<file path="config.mk">
export PLATFORM = sky130hd
export DESIGN_NAME = mgws_cfg
export DESIGN_NICKNAME = d
export VERILOG_FILES = /design/src/mgws_pkg.sv /design/src/mgws_cfg.sv
export SDC_FILE = /design/constraint.sdc
export NUM_CORES = 1
export LEC_CHECK = 0
export ABC_AREA = 1
export BUFFER_PORTS_ARGS = -buffer_cell sky130_fd_sc_hd__buf_4
export CORE_MARGIN = 1.5
export CORE_UTILIZATION = 40
export DETAILED_ROUTE_END_ITERATION = 8
export GPL_ROUTABILITY_DRIVEN = 0
export GPL_TIMING_DRIVEN = 0
export MAX_ROUTING_LAYER = met4
export PLACE_DENSITY = 0.79
export SYNTH_ARGS = -nofsm -noshare
export SYNTH_HDL_FRONTEND = slang
export SYNTH_SLANG_ARGS = --single-unit
export TNS_END_PERCENT = 50
</file>
<file path="constraint.sdc">
create_clock -name clk -period 1.1 [get_ports clk]
set_input_delay 0.11 -clock clk [delete_from_list [all_inputs] [get_ports clk]]
set_output_delay 0.11 -clock clk [all_outputs]
set_load 0.01 [all_outputs]
</file>
<file path="src/mgws_pkg.sv">
package mgws_pkg;

  localparam int CFG_W   = 11;
  localparam int APB_DW  = 32;
  localparam int APB_AW  = 3;
  localparam int GAP_W   = 43;

  localparam int REG_WINDOW_LEN = 0;

  typedef struct packed {
    logic valid;
    logic start;
    logic pair;
  } tag_t;

endpackage

</file>
<file path="src/mgws_cfg.sv">
module mgws_cfg #(
  parameter int MAX_WINDOW = 1024,
  localparam int KW        = $clog2(MAX_WINDOW + 1)
) (
  input  logic                          clk,
  input  logic                          rst,
  input  logic                          psel,
  input  logic                          penable,
  input  logic                          pwrite,
  input  logic [mgws_pkg::APB_AW-1:0]   paddr,
  input  logic [mgws_pkg::APB_DW-1:0]   pwdata,
  output logic [mgws_pkg::APB_DW-1:0]   prdata,
  output logic                          pready,
  output logic [KW-1:0]                 k_eff
);

  logic [mgws_pkg::CFG_W-1:0] window_len;
  logic [mgws_pkg::CFG_W-1:0] wr_val;
  logic                       sel_len;
  logic                       wr;
  logic [KW-1:0]              k_next;

  assign sel_len = (paddr[mgws_pkg::APB_AW-1] == 1'(mgws_pkg::REG_WINDOW_LEN));
  assign wr      = psel && penable && pwrite && pready && sel_len;
  assign wr_val  = pwdata[mgws_pkg::CFG_W-1:0];
  assign pready  = 1'b1;

  // zero means one, anything above the delay depth saturates
  always_comb begin
    if (wr_val == '0) begin
      k_next = KW'(1);
    end else if (32'(wr_val) > 32'(MAX_WINDOW)) begin
      k_next = KW'(MAX_WINDOW);
    end else begin
      k_next = KW'(wr_val);
    end
  end

  always_ff @(posedge clk) begin
    if (rst) begin
      window_len <= mgws_pkg::CFG_W'(1);
      k_eff      <= KW'(1);
    end else if (wr) begin
      window_len <= wr_val;
      k_eff      <= k_next;
    end
  end

  assign prdata = sel_len ? mgws_pkg::APB_DW'(window_len) : '0;

endmodule

</file>
==> flow_metrics.tcl <==
set metrics [dict create \
    status "finished, final reports clean" \
    ant_nets 0 \
    setup_slack_ns 0.0657 \
    finalInstanceArea_um2 1590 \
    critPathLaunch "window_len[1]$_SDFFE_PP0P_" \
    avgSynthCellArea_um2 7.26 \
    grt_pass1_vias 872 \
    holdCritStartpoint "pwdata[0]" \
    crit_required_ns 0.99 \
    floorplan.rows 19 \
    netlist_area_um2 1160 \
    final.fill_count 281 \
    r2r-start "window_len[2]$_SDFFE_PP0P_" \
    ctsHtreeMaxLevel 1 \
    fin_tns_setup_ns 0 \
    antenna_found_initial 0 \
    cts_tree "yes" \
    synth_area_leaders "dfxtp_1, buf_4, nand2_1" \
    cp-end-kind "output port" \
    grt_pass1_wl_um 3830 \
    ys_types 17 \
    hpwl_um 1870 \
    fin_skew_ns 0 \
    hold_ws_ns 0.0533 \
    cts.sinks 22 \
    clock.fmax_mhz 967 \
    dieArea_um2 3240 \
    placed_area_um2 1550 \
    root_buffer "clkbuf_4" \
    ios 84 \
    vias 1015 \
    fp.dieH_um 56.9 \
    drive_above_1_share_pct 34.4 \
    async_reset_ff_share_pct 0 \
    finalHoldViolCount 0 \
    syn_to_final_growth_pct 36.9 \
    grt_max_degree 13 \
    post-route-min-period_ns 1.03 \
    grt-ovfl-total 0 \
    ir_worst_vdd_uv 734 \
    firstDrtPassIters 4 \
    start_kind "flip-flop" \
    hold_depth 3 \
    die_w_um 56.9 \
    worstSetupPathType "flip-flop to output port" \
    grt_usage_pct 15.6 \
    fin_cells 252 \
    dp_slack_ns -0.00726 \
    wl_per_cell_um 9.30 \
    synth.most_common_cell "nand2_1" \
    coreArea_um2 2760 \
    path_clk_slew_ns 0.12 \
    synth_top_area_cell "dfxtp_1" \
    viasPerCell 4.03 \
    post-synth-top-area-fraction_pct 37.9 \
    worstHoldPathType "primary input to flip-flop" \
    numCtsBuffers 3 \
    rsz0062_at_grt "no" \
    nets 262 \
    max-cap-violations 0 \
    crit_fanout 2 \
    cts_buffer_depth 2 \
    power.density_nw_per_um2 960 \
    multi_input_area_um2 520 \
    routed_wl_um 2340 \
    cts_hold_buf 0 \
    dp.cells 248 \
    drv_slew 0 \
    drc 0 \
    netlist_instances 160 \
    synth_edf_count 0 \
    arrival_ns 0.92 \
    p_leak_uw 0.000786 \
    r2r_cells 3 \
    clk_latency_ns 0.30 \
    yosys_warnings 0 \
    synth_seq_cells 22 \
    port_buffers 37 \
    synth_ff_type "dfxtp_1" \
    initial_utilization_pct 42.2 \
    setup_viol 0 \
    drt_iter0_drc 20 \
    synth_common_cells "nand2_1, nor2_1, buf_4, dfxtp_1, inv_1" \
    layout.area.seq_um2 442 \
    ys_seq_area_share_pct 37.9 \
    antenna_cells 0 \
    fin_crit_sh_pct 94.0 \
]
-- path summary, 6_finish.rpt --
check,to,slack (ns)
setup / recovery,prdata[1],0.07
hold / removal,window_len[0]$_SDFFE_PP1P_,0.05
setup reg to reg,window_len[2]$_SDFFE_PP0P_,0.40
hold reg to reg,window_len[10]$_SDFFE_PP0P_,0.47
-- registers in the layout, indices dropped and copies added (netlist names) --
signal      cells
k_eff          11
window_len     11
-- layer usage --
layer / wire, um / GRT usage [%] / vias to the layer above / part of all wire (%)
li1: - / - / 562 / -
met1: 1000 / 18.2 / 416 / 43
met2: 1140 / 25.9 / 32 / 49
met3: 159 / 3.46 / 5 / 6.8
met4: 37 / 5.98 / 0 / 1.6
met5: 0 / - / - / 0
-- cell type report --
cell class                 count  share of cell area [%]
buffer                        28                    12.4
sequential                    22                    27.8
inverter                      21                    4.95
timing repair buffer          37                    17.5
clock buffer                   4                    2.28
multi-input combinational    109                    32.7
tap                           31                    2.44
-- repair_timing --
| item | CTS | global route |
|---|---|---|
| setup endpoints to repair | 0 | 1 |
| setup buffers | 0 | 0 |
| gates resized for setup | 0 | 1 |
-- placed cells by master (no fill, tap or decap) --
master,n
nand2_1,27
buf_4,59
buf_6,1
clkbuf_1,3
a21oi_1,15
o21a_1,6
inv_2,1
nor2_4,6
nand3_1,6
o211ai_1,1
dfxtp_2,1
o21bai_2,1
nor2_1,24
conb_1,22
buf_2,2
nand3_2,1
inv_1,20
clkbuf_4,3
clkbuf_8,1
dfxtp_1,21
-- power breakdown --
group,switching [uW],total (uW),internal [uW]
clock,241,443,202
combinational,137,266,130
sequential,5.92,818,812
-- stage by stage --
step | util [%] | power [uW]
floorplan | - | 1010
global placement | 56.4 | 1100
detailed placement | 56.4 | 1100
CTS | 57.7 | 1530
global route | 57.7 | 1600
finish | 57.7 | 1530
-- critical path: stages, from the launching register on --
cell	delay, ns
dfxtp_1	0.35
inv_1	0.04
nor2_1	0.09
buf_4	0.13
-- logic make-up (layout without fill, tap and decap cells) --
group / count (synthesis) / after routing / share of synthesized area [%]
compound gates: 23 / 23 / 11.9
buf+inv: 49 / 90 / 23.8
flops: 22 / 22 / 37.9
other cells: 2 / 22 / 0.646
simple gates: 64 / 64 / 25.7
(Power assumes the default switching activity.)
