File: src/mgws_pkg.sv
package mgws_pkg;

  localparam int CFG_W   = 11;
  localparam int APB_DW  = 32;
  localparam int APB_AW  = 3;
  localparam int GAP_W   = 43;

  localparam int REG_WINDOW_LEN = 0;

  typedef struct packed {
    logic valid;
    logic start;
    logic pair;
  } tag_t;

endpackage

File: src/mgws_gap.sv
module mgws_gap #(
  parameter int SUM_W = 42,
  localparam int DW   = SUM_W + 1
) (
  input  logic                        clk,
  input  logic                        rst,
  input  logic                        adv,
  input  mgws_pkg::tag_t              s2_tag,
  input  logic signed [SUM_W-1:0]     s2_sum,
  input  logic signed [SUM_W-1:0]     s2_lmax,
  input  logic signed [SUM_W-1:0]     s2_lmin,
  output logic                        out_valid,
  output logic [mgws_pkg::GAP_W-1:0]  best_gap,
  output logic                        gap_valid
);

  logic signed [DW-1:0] d1;
  logic signed [DW-1:0] d2;
  logic signed [DW-1:0] gap_now;

  mgws_pkg::tag_t       s3_tag;
  logic [DW-1:0]        s3_gap;

  logic [DW-1:0]        best;
  logic                 found;
  logic [DW-1:0]        base_best;
  logic                 base_found;

  // left max >= left min, so the larger one-sided gap is the absolute one
  always_comb begin
    d1      = DW'(s2_sum) - DW'(s2_lmin);
    d2      = DW'(s2_lmax) - DW'(s2_sum);
    gap_now = (d1 > d2) ? d1 : d2;
  end

  always_ff @(posedge clk) begin
    if (rst) begin
      s3_tag <= '0;
    end else if (adv) begin
      s3_tag <= s2_tag;
    end
  end

  always_ff @(posedge clk) begin
    if (adv && s2_tag.valid) begin
      s3_gap <= gap_now;
    end
  end

  assign base_best  = s3_tag.start ? '0 : best;
  assign base_found = s3_tag.start ? 1'b0 : found;

  always_ff @(posedge clk) begin
    if (rst) begin
      out_valid <= 1'b0;
      best      <= '0;
      found     <= 1'b0;
    end else if (adv) begin
      out_valid <= s3_tag.valid;
      if (s3_tag.valid) begin
        if (s3_tag.pair && (!base_found || (s3_gap > base_best))) begin
          best <= s3_gap;
        end else begin
          best <= base_best;
        end
        found <= base_found || s3_tag.pair;
      end
    end
  end

  assign best_gap  = found ? mgws_pkg::GAP_W'(best) : '0;
  assign gap_valid = found;

endmodule

File: config.mk
export PLATFORM = sky130hd
export DESIGN_NAME = mgws_gap
export DESIGN_NICKNAME = d
export VERILOG_FILES = /design/src/mgws_pkg.sv /design/src/mgws_gap.sv
export SDC_FILE = /design/constraint.sdc
export NUM_CORES = 1
export LEC_CHECK = 0
export BUFFER_PORTS_ARGS = -buffer_cell sky130_fd_sc_hd__buf_2
export CAP_MARGIN = 20
export CORE_ASPECT_RATIO = 2
export CORE_MARGIN = 8
export CORE_UTILIZATION = 63
export CTS_CLUSTER_DIAMETER = 120
export DETAILED_ROUTE_END_ITERATION = 8
export PLACE_DENSITY = 0.95
export RECOVER_POWER = 100
export SETUP_SLACK_MARGIN = 0.3
export SYNTH_ARGS = -nofsm -noshare
export SYNTH_HDL_FRONTEND = slang
export SYNTH_SLANG_ARGS = --single-unit
File: constraint.sdc
create_clock -name clk -period 9.7 [get_ports clk]
set_clock_uncertainty 0.15 [all_clocks]
set_input_delay 1.455 -clock clk [delete_from_list [all_inputs] [get_ports clk]]
set_output_delay 1.455 -clock clk [all_outputs]
set_load 0.01 [all_outputs]
==> run summary, run 1 <==
Setup crit end kind = flop
final setup vio count = 0
Pins Over Slew Limit = 45
CP max stage cell = a2111oi_0
Placed Cells = 1,678
Inserted Clock Buffers = 9
post-synthesis mux area share = 1.35%
hold depth = 1
Post-synth EDFFs = 43
FF+latch area = 2250 um2
multi-input logic area = 7710 um2
IO buf count = 176
Die Height = 199 um
launch point of the worst reg-to-reg path = s3_tag[1]
row cnt = 67
R2R depth = 11
Resized cells post-CTS = 0
Max Cap Viol = 1
Final #Nets = 1,787
total power = 1680 uW
Yosys cell types = 73
Reg clk slew, reported paths = 60 ps
largest net degree at the start of global routing = 48
Post-Syn Nets = 1,642
CP Cell Sequence = buf_2, inv_1, ha_1, nor2b_1, o31ai_1, a21oi_1, a2111oi_0, o31ai_1, a41oi_1, o21ai_0, xnor2_1, inv_1, ha_1, nand3_1, nor3_1, nand2b_1, nor2_1, o21ai_0, o21ai_0, mux2i_4, buf_4, nor2_1, a21o_1
Synth Area in Adders = 20.5%
Slowest Stage Delay on Critical Path = 980 ps
layout cells sized above 1 = 12.9%
CP required = 9650 ps
first-pass GRT wire length = 49.8 mm
Leak Pwr = 0.00565 uW
routed len/inst = 18.2 um
Fmax = 130 MHz
total of fill cells in the finished design = 1,266
complex-gate fraction of the synthesized area = 27.1%
kind of critical path = input pin to flop
vias in the first global route = 10.7k
VDD IR max = 0.0851 mV
Initial Utilization = 63.7%
capturing point of the worst reg2reg path = best[27]
Layout Utilization = 71.4%
clk sinks = 91
hold buffers post-CTS = 0
DR vias/cell = 6.29
post-synthesis simple-gate area fraction = 17.4%
XOR/XNOR share of the synthesized area = 6.29%
Reg2Reg Setup Slack = 4010 ps
CTS tree = built
WP data arrival = 7610 ps
top cell type's share of synthesized area = 20.1%
Worst-Skew Late Latency = 350 ps
CP startpoint kind = input pin
initial antenna violation count = 0
core area = 16,600 um2
WHS Endpoint = best[0]
die width = 108 um
DR DRC count = 0
Vias = 10.7k
most common cell after layout, fill and taps aside = ha_1
Hold Violations, Final = 0
Mean Syn Cell Area = 7.91 um2
Slew headroom = -68.5%
DIE AREA = 21,400 um2
CP top delay family = compound AO/OA/AOI/OAI gates
cell count after synthesis = 1,338
final wirelength = 30.9 mm
YS warnings = 0
remaining antenna violation count = 0
# Post-CTS Setup Buffers = 0
synthesized area = 10,600 um2
commonest cells after routing, fill and taps aside = ha_1 (170), buf_2 (158), nand2_1 (138)
sum of buffers and inverters on the critical path = 4
setup TNS = 0 ps
Max clock buf depth = 2
dpl hpwl = 25.4 mm
Final min period = 7660 ps
ranking of synthesized cells by area = ha_1 (20%), edfxtp_1 (12%), dfxtp_1 (9.1%), a21oi_1 (5.0%), nand2_1 (4.9%)
critical path's most frequent cell = o21ai_0
ant diodes = 0
First-pass DRT Iterations = 5
Worst-Margin Slew = 2530 ps
status = finished with violations
H-tree Lvls = 3
dominant cell type by area after synthesis = ha_1
GP Congestion = 1.01
pwr dens = 142 nW/um2
RSZ-0062 raised after global routing = no
FFs w/ async S/R, synth = 0%
hold crit path type = flop to flop
io pins = 177
HP Start = best[0]
Root Driver = clkbuf_16
final clock period utilization by the worst path = 79.0%
Yosys reg bits = 91
Total GRT Usage = 28.4%
violated checks = max-capacitance violations, max-slew violations
synthesis-to-layout area growth = 12.0%
Post-Layout Cell Count = 1,695
sequential area share after synthesis = 21.3%
leading register cell type out of synthesis = dfxtp_1
initial DRC count = 696
Max Fanout on Critical Path = 39
largest family of logic cells by synthesized area = compound AO/OA/AOI/OAI gates
GRT Residual Overflow = 0
## final cells by class
| type | instances | area share, % |
|---|---|---|
| timing repair buffer | 181 | 7.49 |
| multi-input combinational | 1078 | 65.1 |
| clock buffer | 11 | 2.14 |
| tap | 207 | 2.19 |
| clock inverter | 5 | 0.232 |
| sequential | 91 | 19.0 |
| inverter | 122 | 3.86 |
## synth_stat cells (3+ instances only)
cell / count
or3_1: 5
mux2i_1: 12
dfxtp_1: 48
and3_1: 10
clkbuf_1: 44
buf_2: 3
o21ai_1: 56
a21oi_1: 105
o31a_1: 3
a41oi_1: 3
and2_1: 48
o21ai_0: 44
nand4_1: 29
a22o_1: 43
xnor2_1: 47
nand2b_1: 11
o21a_1: 9
a211oi_1: 18
o31ai_1: 8
a21o_1: 67
o21bai_1: 8
o22ai_1: 3
o211ai_1: 5
ha_1: 170
edfxtp_1: 43
nand3_1: 27
nand2_1: 138
a211o_1: 3
a2111oi_0: 3
xor2_1: 29
nor4_1: 4
a21boi_1: 4
nor2b_1: 8
nor3_1: 24
nor2_1: 72
a31oi_1: 16
inv_1: 121
## power by group
group	leakage [uW]	internal (uW)	switching [uW]
Combinational	0.00472	342	513
Clock	0.000140	187	142
Sequential	0.000786	471	26.5
## how the worst max path moves through the flow
stage,startpoint,endpoint,slack (ps),cells past startpoint
CTS,s2_lmin[1],s3_gap[21],2200,23
detailed placement,s2_lmin[1],s3_gap[21],1840,23
floorplan,s2_lmax[0],s3_gap[22],3630,22
global route,s2_lmin[1],s3_gap[21],1570,23
finish,s2_lmin[1],s3_gap[21],2040,23
global placement,s2_lmin[1],s3_gap[21],2160,23
## layer usage
layer | wire (um) | track usage [%] | share of wire [%] | vias to the layer above
met3 | 1910 | 3.04 | 6.2 | 92
met2 | 14700 | 48.3 | 48 | 513
met5 | 0 | 0 | 0 | -
li1 | - | - | - | 5145
met4 | 1360 | 14.5 | 4.4 | 0
met1 | 12900 | 34.4 | 42 | 4920
## metrics by stage
| step | area (um2) | setup slack (ps) | hold slack, ps |
|---|---|---|---|
| after CTS | 11900 | 2200 | 342 |
| after detailed placement | 11600 | 1840 | 321 |
| final | 11900 | 2040 | 339 |
| after floorplan | 10600 | 3630 | 299 |
| after global routing | 11900 | 1570 | 356 |
| after global placement | 11600 | 2160 | 290 |
## kinds of logic after synthesis
family | Yosys count
adders and majority gates | 172
muxes | 14
xor gates and xnor gates | 76
AOI/OAI and AO/OA | 430
buffers and inverters | 169
DFF | 91
and+or+nand+nor | 386
## worst register-to-register path: cells and delay by family (launching register included)
kind	cells	cell delay, ps
AOI/OAI and AO/OA	4	1220
adders and majority gates	1	360
buffers and inverters	2	1890
DFF	1	330
and+or+nand+nor	4	1680
## flip-flops by register name (all words and copies together), names as in the netlist
name,flops
s3_tag,3
out_valid,1
best,43
s3_gap,43
gap_valid,1
No activity file was read; power rests on OpenSTA's default activity.
==> run 2, diff against run 1 <==
Settings changed: CORE_UTILIZATION 63 to 59, PLACE_DENSITY 0.95 to 0.92.
Clock period 9.7 ns to 7.2 ns, I/O delays scaled along.
==> run summary, run 2 (same netlist as run 1, synthesis figures left out) <==
status = finished with violations (unchanged)
violated checks = max-capacitance violations, max-slew violations (unchanged)
Top Registers = best x43, s3_gap x43, s3_tag x3 (unchanged)
CP startpoint kind = input pin (unchanged)
layout cells sized above 1 = 12.1% (was 12.9%)
Worst-Margin Slew = 2570 ps (was 2530 ps)
Fmax = 150 MHz
Initial Utilization = 59.8% (was 63.7%)
most common cell after layout, fill and taps aside = ha_1 (unchanged)
critical path's most frequent cell = inv_1 (was o21ai_0)
kind of critical path = input pin to flop (unchanged)
core area = 17,700 um2 (was 16,600 um2)
Inserted Clock Buffers = 9 (unchanged)
Setup crit end kind = flop (unchanged)
Die Height = 205 um (was 199 um)
H-tree Lvls = 3 (unchanged)
Reg clk slew, reported paths = 70 ps (was 60 ps)
FF+latch area = 2250 um2 (unchanged)
commonest cells after routing, fill and taps aside = ha_1 (170), buf_2 (145), nand2_1 (138) (was ha_1 (170), buf_2 (158), nand2_1 (138))
Pins Over Slew Limit = 89 (was 45)
DIE AREA = 22,700 um2 (was 21,400 um2)
remaining antenna violation count = 0 (unchanged)
hold crit path type = flop to flop (unchanged)
CTS tree = built (unchanged)
first-pass GRT wire length = 50.6 mm (was 49.8 mm)
CP max stage cell = a31oi_1 (was a2111oi_0)
GRT Residual Overflow = 0 (unchanged)
dpl hpwl = 26.1 mm (was 25.4 mm)
DR vias/cell = 6.28 (was 6.29)
routed len/inst = 18.4 um (was 18.2 um)
ant diodes = 0 (unchanged)
Final min period = 6650 ps
vias in the first global route = 10.8k (was 10.7k)
Max Fanout on Critical Path = 52 (was 39)
die width = 111 um (was 108 um)
Resized cells post-CTS = 0 (unchanged)
Final #Nets = 1,787 (unchanged)
largest net degree at the start of global routing = 53 (was 48)
final setup vio count = 0 (unchanged)
synthesis-to-layout area growth = 12.0% (about the same)
GP Congestion = 0.979 (was 1.01)
Max Cap Viol = 2 (was 1)
Layout Utilization = 66.9% (was 71.4%)
Hold Violations, Final = 0 (unchanged)
VDD IR max = 0.142 mV (was 0.0851 mV)
IO buf count = 176 (unchanged)
# Post-CTS Setup Buffers = 0 (unchanged)
Slowest Stage Delay on Critical Path = 540 ps (was 980 ps)
Vias = 10.7k (about the same)
Worst-Skew Late Latency = 350 ps (about the same)
total of fill cells in the finished design = 1,494 (was 1,266)
Slew headroom = -71.5% (was -68.5%)
WP data arrival = 6590 ps (was 7610 ps)
clk sinks = 91 (unchanged)
multi-input logic area = 7720 um2 (was 7710 um2)
DR DRC count = 0 (unchanged)
CP required = 7150 ps (was 9650 ps)
initial DRC count = 719 (was 696)
Total GRT Usage = 26.3% (was 28.4%)
pwr dens = 190 nW/um2 (was 142 nW/um2)
initial antenna violation count = 0 (unchanged)
Leak Pwr = 0.00559 uW (was 0.00565 uW)
Root Driver = clkbuf_16 (unchanged)
final wirelength = 31.3 mm (was 30.9 mm)
Max clock buf depth = 2 (unchanged)
First-pass DRT Iterations = 5 (unchanged)
setup TNS = 0 ps (unchanged)
io pins = 177 (unchanged)
RSZ-0062 raised after global routing = no (unchanged)
final clock period utilization by the worst path = 92.3%
row cnt = 69 (was 67)
hold buffers post-CTS = 0 (unchanged)
run 2: cell count changes in the layout (fill, tap and decap cells not counted), moves of 2 or more:
cell and delta:
clkbuf_1 +15, and2_0 -12, and2_1 +12, o21ai_0 -3, buf_2 -13, clkinvlp_4 +2
o21ai_1 +3, clkinv_2 -3
run 2: layout make-up:
class,instances,share of cell area [%]
Inverter,122,3.86
Multi-Input combinational cell,1078,65.2
Sequential cell,91,19.0
Clock inverter,4,0.232
Tap cell,213,2.25
Timing Repair Buffer,181,7.47
Clock buffer,12,2.00
run 2: critical path: cells and delay by family:
family,cells,cell delay (ps)
AOI/OAI and AO/OA,10,2670
muxes,1,460
buffers and inverters,5,570
and+or+nand+nor,6,900
adders and majority gates,3,890
run 2: worst paths after layout:
kind / from / end / slack (ps) / cells past startpoint
min: out_valid / out_valid / 310 / 2
max: s2_sum[0] / s3_gap[21] / 550 / 25
max reg2reg: s3_tag[1] / best[21] / 1940 / 12
min reg2reg: out_valid / out_valid / 310 / 2
run 2: routing by layer:
metal  part of all wire (%)  vias up  global-route usage (%)
li1                       -     5142                       -
met2                     51      444                    48.8
met4                    5.7        0                    16.1
met3                    5.6      124                    4.12
met5                      0        -                       0
met1                     37     4973                    26.8
run 2: report_power, final:
| part | switching [uW] | internal [uW] | total (uW) |
|---|---|---|---|
| Combinational | 694 | 469 | 1160 |
| Clock | 188 | 233 | 421 |
| Sequential | 36.2 | 635 | 671 |
run 2: stage by stage:
stage | total power [uW] | setup slack, ps | instance area (um2) | hold WS (ps) | cells
4_1_cts | 2240 | 602 | 11900 | 312 | 1700
6_report | 2260 | 553 | 11800 | 312 | 1701
2_1_floorplan | 1500 | 1500 | 10600 | 299 | 1338
3_5_place_dp | 1820 | 347 | 11600 | 304 | 1684
5_1_grt | 2410 | 204 | 11800 | 339 | 1701
3_3_place_gp | 1780 | 570 | 11600 | 297 | 1684
==> run 3, diff against run 2 <==
Settings changed: CORE_UTILIZATION 59 to 46, PLACE_DENSITY 0.92 to 0.76.
==> run summary, run 3 (same netlist as run 1, synthesis figures left out) <==
CP max stage cell = mux2_2 (was a31oi_1)
Vias = 10.3k (was 10.7k)
most common cell after layout, fill and taps aside = ha_1 (unchanged)
final clock period utilization by the worst path = 91.1% (was 92.3%)
Root Driver = clkbuf_16 (unchanged)
multi-input logic area = 7720 um2 (about the same)
clk sinks = 91 (unchanged)
Reg clk slew, reported paths = 60 ps (was 70 ps)
FF+latch area = 2250 um2 (unchanged)
Slowest Stage Delay on Critical Path = 570 ps (was 540 ps)
hold crit path type = flop to flop (unchanged)
Slew headroom = -76.7% (was -71.5%)
Post-Layout Cell Count = 1,770 (was 1,701)
final setup vio count = 0 (unchanged)
CTS tree = built (unchanged)
dpl hpwl = 26.7 mm (was 26.1 mm)
Top Registers = best x43, s3_gap x43, s3_tag x3 (unchanged)
DR vias/cell = 5.79 (was 6.28)
Hold Violations, Final = 0 (unchanged)
Total GRT Usage = 21.8% (was 26.3%)
pwr dens = 188 nW/um2 (was 190 nW/um2)
setup TNS = 0 ps (unchanged)
Layout Utilization = 52.8% (was 66.9%)
final wirelength = 31.1 mm (was 31.3 mm)
violated checks = max-capacitance violations, max-slew violations (unchanged)
Final min period = 6560 ps (was 6650 ps)
total power = 2240 uW (was 2260 uW)
DR DRC count = 0 (unchanged)
Max Cap Viol = 2 (unchanged)
IO buf count = 176 (unchanged)
Leak Pwr = 0.00565 uW (was 0.00559 uW)
VDD IR max = 0.192 mV (was 0.142 mV)
initial DRC count = 537 (was 719)
Final #Nets = 1,789 (was 1,787)
Setup crit end kind = flop (unchanged)
First-pass DRT Iterations = 5 (unchanged)
Net Sw Frac = 40.6% (was 40.7%)
synthesis-to-layout area growth = 13.1% (was 12.0%)
GRT Residual Overflow = 0 (unchanged)
routed len/inst = 17.6 um (was 18.4 um)
kind of critical path = input pin to flop (unchanged)
CP Cell Sequence = buf_2, inv_1, ha_1, inv_1, fa_1, a211oi_2, o211ai_2, a221oi_4, o21ai_2, a221oi_4, o21ai_2, o21ai_1, a32oi_1, ha_1, nand3_1, nor3_1, nand2b_1, nor2_1, o21ai_0, o21ai_0, mux2_2, or3b_1, o31ai_1
first-pass GRT wire length = 50.2 mm (was 50.6 mm)
internal power = 1330 uW (was 1340 uW)
Max Fanout on Critical Path = 14 (was 52)
GP Congestion = 0.944 (was 0.979)
DIE AREA = 28,400 um2 (was 22,700 um2)
Logic pwr share = 51.5% (was 51.6%)
status = finished with violations (unchanged)
largest net degree at the start of global routing = 63 (was 53)
Initial Utilization = 46.7% (was 59.8%)
RSZ-0062 raised after global routing = no (unchanged)
Worst-Margin Slew = 2650 ps (was 2570 ps)
power share of the sequential group = 29.8% (was 29.7%)
Inserted Clock Buffers = 9 (unchanged)
Net Switching = 910 uW (was 918 uW)
remaining antenna violation count = 0 (unchanged)
ant diodes = 0 (unchanged)
hold buffers post-CTS = 0 (unchanged)
Die Height = 230 um (was 205 um)
core area = 22,600 um2 (was 17,700 um2)
CP startpoint kind = input pin (unchanged)
io pins = 177 (unchanged)
initial antenna violation count = 0 (unchanged)
Placed Cells = 1,753 (was 1,684)
total of fill cells in the finished design = 2,259 (was 1,494)
layout cells sized above 1 = 13.1% (was 12.1%)
H-tree Lvls = 3 (unchanged)
Pins Over Slew Limit = 89 (unchanged)
WP data arrival = 6570 ps (was 6590 ps)
Worst-Skew Late Latency = 340 ps (was 350 ps)
commonest cells after routing, fill and taps aside = ha_1 (170), buf_2 (158), nand2_1 (138) (was ha_1 (170), buf_2 (145), nand2_1 (138))
row cnt = 78 (was 69)
clock share of power = 18.7% (about the same)
CP required = 7210 ps (was 7150 ps)
vias in the first global route = 10.5k (was 10.8k)
Fmax = 152 MHz (was 150 MHz)
die width = 123 um (was 111 um)
Max clock buf depth = 2 (unchanged)
run 3: cell count changes in the layout (fill, tap and decap cells not counted), sizes merged:
cell and change:
clkbuf -14, buf +15, clkinv +3, clkinvlp -2
run 3: stage by stage:
stage	worst slack, ps	cell area, um2	hold slack, ps
final	642	12000	314
after floorplan	1500	10600	299
after global routing	217	12000	347
after CTS	632	12000	320
after detailed placement	291	11700	312
after global placement	435	11700	295
run 3: timing repair:
action,in CTS,in global routing
buffers inserted,0,0
resized for setup,0,1
setup endpoints to repair,0,1
run 3: routing by layer:
| layer | GRT usage [%] | vias to the layer above | part of all wire [%] |
|---|---|---|---|
| met2 | 41.1 | 260 | 54 |
| met4 | 11.7 | 0 | 4.8 |
| li1 | - | 5137 | - |
| met3 | 1.78 | 83 | 3.2 |
| met1 | 22.8 | 4775 | 38 |
| met5 | 0 | - | 0 |
run 3: path summary, 6_finish.rpt:
check / endpoint / depth (start not counted) / slack [ps] / start
max: s3_gap[39] / 23 / 640 / s2_lmax[0]
min: out_valid / 2 / 310 / out_valid
max reg2reg: best[36] / 12 / 2030 / s3_tag[1]
min reg2reg: out_valid / 2 / 310 / out_valid
run 3: critical path, delay by kind of cell:
| family | cells | cell delay (ps) |
|---|---|---|
| AOI/OAI and AO/OA | 11 | 2570 |
| adders and majority gates | 3 | 1080 |
| buffers and inverters | 3 | 190 |
| muxes | 1 | 570 |
| and+or+nand+nor | 5 | 1050 |
run 3: power by group through the flow:
stage | logic (uW) | registers (uW) | clock network, uW
6_report | 1160 | 670 | 419
5_1_grt | 1290 | 676 | 448
4_1_cts | 1160 | 669 | 427
3_5_place_dp | 1160 | 680 | 0
3_3_place_gp | 1140 | 678 | 0
2_1_floorplan | 839 | 665 | 0
run 3: area by class of cell:
| type | count | area share, % |
|---|---|---|
| clock buffer | 11 | 1.95 |
| inverter | 122 | 3.83 |
| clock inverter | 5 | 0.251 |
| sequential | 91 | 18.8 |
| multi-input combinational | 1078 | 64.6 |
| timing repair buffer | 183 | 7.66 |
| tap | 280 | 2.93 |
